$ cat src/rtl/trp_pkg.sv
// Types, register indexes and coordinate mapping shared by the touch report processor.
package trp_pkg;

  localparam int unsigned STATUS_READY_BIT = 7;
  localparam logic [3:0]  CODE_RELEASED    = 4'd6;
  localparam logic [3:0]  CODE_CLEARED     = 4'd0;
  localparam logic [7:0]  STREAK_MAX       = 8'hFF;

  typedef enum logic [2:0] {
    REG_SWAP_AXES    = 3'd0,
    REG_MIRROR_X     = 3'd1,
    REG_MIRROR_Y     = 3'd2,
    REG_PANEL_WIDTH  = 3'd3,
    REG_PANEL_HEIGHT = 3'd4
  } reg_idx_e;

  typedef struct packed {
    logic        status_read_ok;
    logic [7:0]  status_byte;
    logic        point_read_ok;
    logic [7:0]  track_id;
    logic [15:0] raw_x;
    logic [15:0] raw_y;
  } in_word_t;

  typedef struct packed {
    logic        report_written;
    logic [7:0]  report_code;
    logic [15:0] report_x;
    logic [15:0] report_y;
    logic        changed;
    logic        disabled_flag;
  } out_word_t;

  // mirror across the panel, then clamp to it; size 0 leaves the axis untouched
  function automatic logic [15:0] map_axis(input logic [15:0] v, input logic [15:0] size,
                                           input logic mirror);
    logic [15:0] r;
    r = v;
    if (mirror && (size != 16'd0)) begin
      r = (size > v) ? (size - 16'd1 - v) : 16'd0;
    end
    if ((size != 16'd0) && (r >= size)) begin
      r = size - 16'd1;
    end
    return r;
  endfunction

endpackage

$ cat src/rtl/touch_report_processor_core.sv
// Touch report processor: failure tracking, point mapping and report packing.
//
// Each accepted word is handled in the cycle it is accepted: the status and point
// checks, the swap/mirror/clamp of the point and the compare against the last
// touch all sit between the input port and the result register, so one word is
// taken every clock while in_stall_o is low; its report goes into the result
// register, or into the skid register behind it while out_stall_i holds a report;
// in_stall_o rises only when both are full. Registers are on an APB-style port at
// byte addresses 0x00 (swap_axes), 0x04 (mirror_x), 0x08 (mirror_y),
// 0x0C (panel_width) and 0x10 (panel_height); write them only while idle.
module touch_report_processor_core #(
  parameter int unsigned FAIL_LIMIT   = 5,
  parameter int unsigned MAX_CONTACTS = 5
) (
  input  logic               clk_i,
  input  logic               rst_ni,

  input  logic               in_valid_i,
  output logic               in_stall_o,
  input  trp_pkg::in_word_t  in_word_i,

  output logic               out_valid_o,
  input  logic               out_stall_i,
  output trp_pkg::out_word_t out_word_o,

  input  logic               psel,
  input  logic               penable,
  input  logic               pwrite,
  input  logic [4:0]         paddr,
  input  logic [31:0]        pwdata,
  output logic [31:0]        prdata,
  output logic               pready
);

  localparam int unsigned CntW = $clog2(MAX_CONTACTS + 1);

  // configuration
  logic        swap_axes_q, mirror_x_q, mirror_y_q;
  logic [15:0] panel_width_q, panel_height_q;
  logic        cfg_wr;

  assign pready = 1'b1;
  assign cfg_wr = psel & penable & pwrite;

  always_ff @(posedge clk_i or negedge rst_ni) begin
    if (!rst_ni) begin
      swap_axes_q    <= 1'b0;
      mirror_x_q     <= 1'b0;
      mirror_y_q     <= 1'b0;
      panel_width_q  <= 16'd0;
      panel_height_q <= 16'd0;
    end else if (cfg_wr) begin
      unique case (paddr[4:2])
        trp_pkg::REG_SWAP_AXES:    swap_axes_q    <= pwdata[0];
        trp_pkg::REG_MIRROR_X:     mirror_x_q     <= pwdata[0];
        trp_pkg::REG_MIRROR_Y:     mirror_y_q     <= pwdata[0];
        trp_pkg::REG_PANEL_WIDTH:  panel_width_q  <= pwdata[15:0];
        trp_pkg::REG_PANEL_HEIGHT: panel_height_q <= pwdata[15:0];
        default: ;
      endcase
    end
  end

  always_comb begin
    unique case (paddr[4:2])
      trp_pkg::REG_SWAP_AXES:    prdata = {31'd0, swap_axes_q};
      trp_pkg::REG_MIRROR_X:     prdata = {31'd0, mirror_x_q};
      trp_pkg::REG_MIRROR_Y:     prdata = {31'd0, mirror_y_q};
      trp_pkg::REG_PANEL_WIDTH:  prdata = {16'd0, panel_width_q};
      trp_pkg::REG_PANEL_HEIGHT: prdata = {16'd0, panel_height_q};
      default:                   prdata = 32'd0;
    endcase
  end

  // touch state
  logic [15:0]     prev_x_q, prev_x_d, prev_y_q, prev_y_d;
  logic [CntW-1:0] prev_count_q, prev_count_d;
  logic [7:0]      prev_id_q, prev_id_d;
  logic            touched_q, touched_d;
  logic [7:0]      streak_q, streak_d;
  logic            disabled_q, disabled_d;

  logic               accept;
  logic [3:0]         cnt;
  logic               cnt_zero, frame_ok, pt_fail, report;
  logic [7:0]         streak_inc;
  logic [15:0]        sw_x, sw_y, map_x, map_y, new_x, new_y;
  logic [7:0]         new_id;
  logic               chg;
  trp_pkg::out_word_t res;

  assign accept   = in_valid_i & ~in_stall_o;
  assign cnt      = in_word_i.status_byte[3:0];
  assign cnt_zero = (cnt == 4'd0);
  assign frame_ok = in_word_i.status_byte[trp_pkg::STATUS_READY_BIT] &
                    (cnt <= 4'(MAX_CONTACTS));
  assign pt_fail  = frame_ok & ~cnt_zero & ~in_word_i.point_read_ok;
  assign report   = ~disabled_q & in_word_i.status_read_ok & frame_ok & ~pt_fail;

  assign streak_inc = (streak_q == trp_pkg::STREAK_MAX) ? streak_q : streak_q + 8'd1;

  assign sw_x  = swap_axes_q ? in_word_i.raw_y : in_word_i.raw_x;
  assign sw_y  = swap_axes_q ? in_word_i.raw_x : in_word_i.raw_y;
  assign map_x = trp_pkg::map_axis(sw_x, panel_width_q, mirror_x_q);
  assign map_y = trp_pkg::map_axis(sw_y, panel_height_q, mirror_y_q);

  assign new_x  = cnt_zero ? prev_x_q  : map_x;
  assign new_y  = cnt_zero ? prev_y_q  : map_y;
  assign new_id = cnt_zero ? prev_id_q : in_word_i.track_id;

  assign chg = (cnt != 4'(prev_count_q)) ||
               (!cnt_zero && ((new_x != prev_x_q) || (new_y != prev_y_q) ||
                              (new_id != prev_id_q)));

  always_comb begin
    streak_d     = streak_q;
    disabled_d   = disabled_q;
    prev_x_d     = prev_x_q;
    prev_y_d     = prev_y_q;
    prev_count_d = prev_count_q;
    prev_id_d    = prev_id_q;
    touched_d    = touched_q;
    if (accept && !disabled_q) begin
      priority if (!in_word_i.status_read_ok) begin
        streak_d   = streak_inc;
        disabled_d = (streak_inc >= 8'(FAIL_LIMIT));
      end else if (pt_fail) begin
        streak_d   = 8'd1;
        disabled_d = (FAIL_LIMIT <= 1);
      end else begin
        streak_d = 8'd0;
      end
      if (report) begin
        prev_x_d     = new_x;
        prev_y_d     = new_y;
        prev_count_d = CntW'(cnt);
        prev_id_d    = new_id;
        touched_d    = touched_q | ~cnt_zero;
      end
    end
  end

  always_comb begin
    res = '0;
    res.disabled_flag = disabled_d;
    if (report) begin
      res.report_written = 1'b1;
      res.changed        = chg;
      if (cnt_zero && !touched_q) begin
        res.report_code = {4'd0, trp_pkg::CODE_CLEARED};
      end else begin
        res.report_code = {new_id[3:0], cnt_zero ? trp_pkg::CODE_RELEASED : cnt};
        res.report_x    = new_x;
        res.report_y    = new_y;
      end
    end
  end

  always_ff @(posedge clk_i or negedge rst_ni) begin
    if (!rst_ni) begin
      prev_x_q     <= 16'd0;
      prev_y_q     <= 16'd0;
      prev_count_q <= '0;
      prev_id_q    <= 8'd0;
      touched_q    <= 1'b0;
      streak_q     <= 8'd0;
      disabled_q   <= 1'b0;
    end else begin
      prev_x_q     <= prev_x_d;
      prev_y_q     <= prev_y_d;
      prev_count_q <= prev_count_d;
      prev_id_q    <= prev_id_d;
      touched_q    <= touched_d;
      streak_q     <= streak_d;
      disabled_q   <= disabled_d;
    end
  end

  // result register with skid
  logic               out_valid_q, skid_valid_q;
  trp_pkg::out_word_t out_word_q, skid_word_q;
  logic               out_free;

  assign out_free    = ~out_valid_q | ~out_stall_i;
  assign in_stall_o  = skid_valid_q;
  assign out_valid_o = out_valid_q;
  assign out_word_o  = out_word_q;

  always_ff @(posedge clk_i or negedge rst_ni) begin
    if (!rst_ni) begin
      out_valid_q  <= 1'b0;
      skid_valid_q <= 1'b0;
    end else if (accept) begin
      if (out_free) begin
        out_valid_q <= 1'b1;
      end else begin
        skid_valid_q <= 1'b1;
      end
    end else if (out_free) begin
      out_valid_q  <= skid_valid_q;
      skid_valid_q <= 1'b0;
    end
  end

  always_ff @(posedge clk_i) begin
    if (accept) begin
      if (out_free) begin
        out_word_q <= res;
      end else begin
        skid_word_q <= res;
      end
    end else if (out_free && skid_valid_q) begin
      out_word_q <= skid_word_q;
    end
  end

endmodule

$ cat config.mk
export PLATFORM = sky130hd
export DESIGN_NAME = touch_report_processor_core
export DESIGN_NICKNAME = d
export VERILOG_FILES = /design/src/rtl/trp_pkg.sv /design/src/rtl/touch_report_processor_core.sv
export SDC_FILE = /design/constraint.sdc
export NUM_CORES = 1
export LEC_CHECK = 0
export BUFFER_PORTS_ARGS = -buffer_cell sky130_fd_sc_hd__buf_2
export CAP_MARGIN = 20
export CORE_MARGIN = 8
export CORE_UTILIZATION = 46
export DETAILED_ROUTE_END_ITERATION = 10
export PLACE_DENSITY = 0.77
export SLEW_MARGIN = 20
export SYNTH_ARGS = -nofsm -noshare
export SYNTH_HDL_FRONTEND = slang
export SYNTH_SLANG_ARGS = --single-unit
export TNS_END_PERCENT = 10
$ cat constraint.sdc
create_clock -name clk_i -period 7.4 [get_ports clk_i]
set_clock_uncertainty 0.05 [all_clocks]
set_input_delay 0.74 -clock clk_i [delete_from_list [all_inputs] [get_ports clk_i]]
set_output_delay 0.74 -clock clk_i [all_outputs]
set_load 0.01 [all_outputs]
==> qor.log <==
[outcome] outcome complete, no violations
[floorplan] core area 29,300 sq um
[yosys] parity-gate share of the synthesized area counting xor and xnor cells 4.27%
[critical_path] worst-case register-to-register setup slack 0.27 ns
[global_route] number of global-route vias before repair 12,000
[pwr] power consumption 4880 uW
[place] Buffers on Ports 133
[global_route] aggregate global routing overflow 0
[critical_path] destination of the worst register-to-register timing path out_word_o[1]
[layout] share of post-route cells with drive strength above 1 19.3%
[floorplan] starting density of the core 46.2%
[detailed_routing] wire length per cell after detailed routing 20.3 um
[yosys] yosys synthesis warning count 0
[clocking] # H-tree levels 4
[critical_path] CP Launch Point panel_height_q[1]
[yosys] post-synthesis average cell area 8.88 sq um
[pwr] PD cells 315 nW/um^2
[critical_path] delay of the slowest cell on the worst path 0.53 ns
[yosys] Post-Synth Simple-Gate Area 18.5%
[timing] highest clock rate 140 MHz
[critical_path] Crit Path Category reg2reg
[yosys] number of flops mapped to enable cells by yosys 86
[pwr] Clock power frac 18.4%
[timing] final setup violation count 0
[yosys] Seq cells post-synth 176
[pwr] Max VDD drop 191 uV
[yosys] adder-cell area share of the yosys netlist 9.44%
[critical_path] maximum fanout count along the critical path 11
[layout] core occupancy in the finished layout 52.8%
[yosys] Netlist cell types 102
[pwr] Net Sw Power 2170 uW
[clocking] post-cts hold buffer count 0
[global_route] GR Util All Layers 23.3%
[detailed_routing] antenna-violating nets left 0
[detailed_routing] post-route DRC violation count 0
[place] HPWL Detailed 33.3 mm
[layout] Area growth syn-to-layout 14.3%
[place] global placer's final weighted congestion 0.976
[timing] number of slew-limit violations in the final report 0
[timing] Period Utilization, post-route 96.4%
[layout] Layout fillers 2,714
[critical_path] reg2reg start panel_height_q[1]
[detailed_routing] vias after detailed routing 12,400
[clocking] source-to-sink clock delay at the later pin of the worst-skew pair 0.45 ns
[pwr] cell leakage power 0.00677 uW
[pwr] Int Power 2700 uW
[yosys] share of synthesized area spent on multiplexers 6.20%
[global_route] maximum number of pins on one net before global-route repair 74
[yosys] number of instances in the synthesized netlist 1,526
[floorplan] top-level I/O count 172
[yosys] area fraction in compound gates after synthesis 19.9%
[global_route] wire length of the first global-routing pass 65.5 mm
[timing] Hold Fails Final Rpt 0
[detailed_routing] Detailed Routing Iterations Pass 1 6
[timing] total negative slack 0 ns
[yosys] Async SR Flop Fraction 51.1%
[detailed_routing] iteration-0 DRC count of the detailed router 1,045
[clocking] clock net sink count 176
[detailed_routing] total detailed-routing wirelength 42.4 mm
[floorplan] Placement Rows 63
[critical_path] required time of the critical path 7.54 ns
[timing] Slew @ Worst Pin 1.02 ns
[yosys] predominant post-synthesis flop cell sky130_fd_sc_hd__dfrtp_1
[job] number of violations of the max-capacitance limit 0
[detailed_routing] drt via density 5.95
[critical_path] type of origin of the critical path flop
[timing] post-layout min period 7.13 ns
[yosys] part of the Yosys area used for sequential elements 35.7%
[pwr] switching fraction of total power 44.5%
[clocking] CTS clk-pin slew, worst paths 0.08 ns
[worst_hold_path] Hold Crit Class in2async
[floorplan] Die Span Y 188 um
[pwr] Sequential Power Share 28.0%
[critical_path] R2R cell count 28
[timing] remaining max-slew budget at the tightest pin 31.9%
[clocking] CTS Root Cell sky130_fd_sc_hd__clkbuf_16
[layout] count of nets after finishing 1,879
[critical_path] master of the slowest instance on the critical path sky130_fd_sc_hd__or4_1
[yosys] cell area after synthesis 13,600 sq um
[critical_path] worst endpoint data arrival time 7.27 ns
[yosys] main combinational cell family by area after synthesis compound AO/OA/AOI/OAI gates
[critical_path] Crit. End Element flop
[global_route] antenna violations before repair 0
[floorplan] die width 188 um
[clocking] clock buffer count from CTS 17
[clocking] TritonCTS clock tree yes
[clocking] maximum buffer depth of the clock tree 2
[floorplan] area of the die 35,200 sq um
[pwr] Comb power frac 53.6%
through the flow:
step	cells	setup slack (ns)	area (sq um)	hold slack, ns
5_1_grt	2087	-0.00810	15500	0.125
2_1_floorplan	1542	0.942	13600	0.394
3_5_place_dp	2052	0.374	14800	0.433
3_3_place_gp	2052	0.424	14800	0.427
4_1_cts	2084	0.326	15400	0.108
6_report	2088	0.267	15500	0.119
flip-flops by register name, indices dropped and copies added (netlist names):
signal and cells:
disabled_q 1, panel_width_q 16, touched_q 1, skid_word_q 43
mirror_y_q 1, in_stall_o 1, out_valid_o 1, out_word_o 43
panel_height_q 16, prev_y_q 16, swap_axes_q 1, prev_id_q 8
streak_q 8, prev_count_q 3, prev_x_q 16, mirror_x_q 1
power groups by stage:
stage | Clock (uW) | Combinational (uW) | Sequential [uW]
finish | 899 | 2610 | 1370
global route | 946 | 2850 | 1380
CTS | 908 | 2550 | 1360
detailed placement | 0 | 2530 | 1380
global placement | 0 | 2480 | 1370
floorplan | 0 | 1760 | 1370
final cells by class:
cell class                 count  area (sq um)  area share, %
multi-input combinational   1196          8040           51.9
sequential                   176          4830           31.2
timing repair buffer         203          1210           7.79
tap                          390           488           3.15
clock buffer                  19           453           2.92
inverter                      90           338           2.18
clock inverter                13           131          0.848
antenna                        1          2.50         0.0162
critical path, delay by kind of cell, from the launching register on:
kind | cells | cell delay [ns]
fa+ha+maj | 3 | 0.90
flops | 1 | 0.43
buf+inv | 3 | 0.48
simple gates | 8 | 1.96
xor+xnor | 2 | 0.59
compound gates | 12 | 2.41
synthesized netlist by cell type, types with 13 or more instances:
cell type,n,area (sq um)
sky130_fd_sc_hd__nand3_1,21,105
sky130_fd_sc_hd__o22ai_1,13,81.3
sky130_fd_sc_hd__o21ai_0,109,546
sky130_fd_sc_hd__xor2_1,21,184
sky130_fd_sc_hd__a21oi_1,94,470
sky130_fd_sc_hd__a31oi_1,14,87.6
sky130_fd_sc_hd__clkbuf_1,38,143
sky130_fd_sc_hd__xnor2_1,45,394
sky130_fd_sc_hd__nor2_1,118,443
sky130_fd_sc_hd__a21o_1,15,113
sky130_fd_sc_hd__mux2_2,26,293
sky130_fd_sc_hd__edfxtp_1,86,2580
sky130_fd_sc_hd__nand2b_1,17,106
sky130_fd_sc_hd__nor3_1,26,130
sky130_fd_sc_hd__o211ai_1,16,120
sky130_fd_sc_hd__o31ai_1,34,255
sky130_fd_sc_hd__inv_1,89,334
sky130_fd_sc_hd__ha_1,99,1240
sky130_fd_sc_hd__nand2_1,234,878
sky130_fd_sc_hd__buf_4,19,143
sky130_fd_sc_hd__dfrtp_1,90,2250
sky130_fd_sc_hd__mux2i_1,51,510
sky130_fd_sc_hd__nand4_1,19,119
cell families (layout without fill, tap and decap cells):
logic type,after synthesis,count (layout)
compound gates,403,403
xor+xnor,66,66
fa+ha+maj,101,101
buf+inv,170,325
flops,176,176
mux,79,79
other cells,2,19
simple gates,529,529
worst max-delay path by stage:
stage / cells after the start / slack (ns) / to
final: 28 / 0.27 / out_word_o[1]
after global routing: 30 / -0.008 / out_word_o[1]
after CTS: 30 / 0.33 / out_word_o[1]
after detailed placement: 30 / 0.37 / out_word_o[1]
after global placement: 30 / 0.42 / out_word_o[1]
after floorplan: 30 / 0.94 / out_word_o[1]
routing by layer:
layer | up-vias | global-route usage, % | wire length, um
met3 | 87 | 5.27 | 3430
met4 | 0 | 9.00 | 1390
met1 | 5916 | 32.0 | 19100
met2 | 584 | 35.3 | 18500
li1 | 5837 | - | -
met5 | - | 0 | 0
layout by cell type, fill, tap and decap left out, drive strengths merged, types with 19 or more instances in the layout:
| cell type | count |
|---|---|
| mux2i | 51 |
| inv | 99 |
| nand2 | 237 |
| mux2 | 27 |
| xor2 | 21 |
| o31ai | 35 |
| nand3 | 22 |
| nor3 | 30 |
| edfxtp | 86 |
| a21oi | 94 |
| dfrtp | 90 |
| clkbuf | 19 |
| ha | 99 |
| xnor2 | 45 |
| nand4 | 21 |
| buf | 203 |
| nor2 | 119 |
| o21ai | 119 |
timing repair:
item / in CTS / in global routing
setup buffers: 0 / 2
resized for setup: 0 / 5
endpoints found under the hold margin: 0 / 0
setup endpoints to repair: 0 / 2
Note: power is estimated with default switching activity, not from simulation.
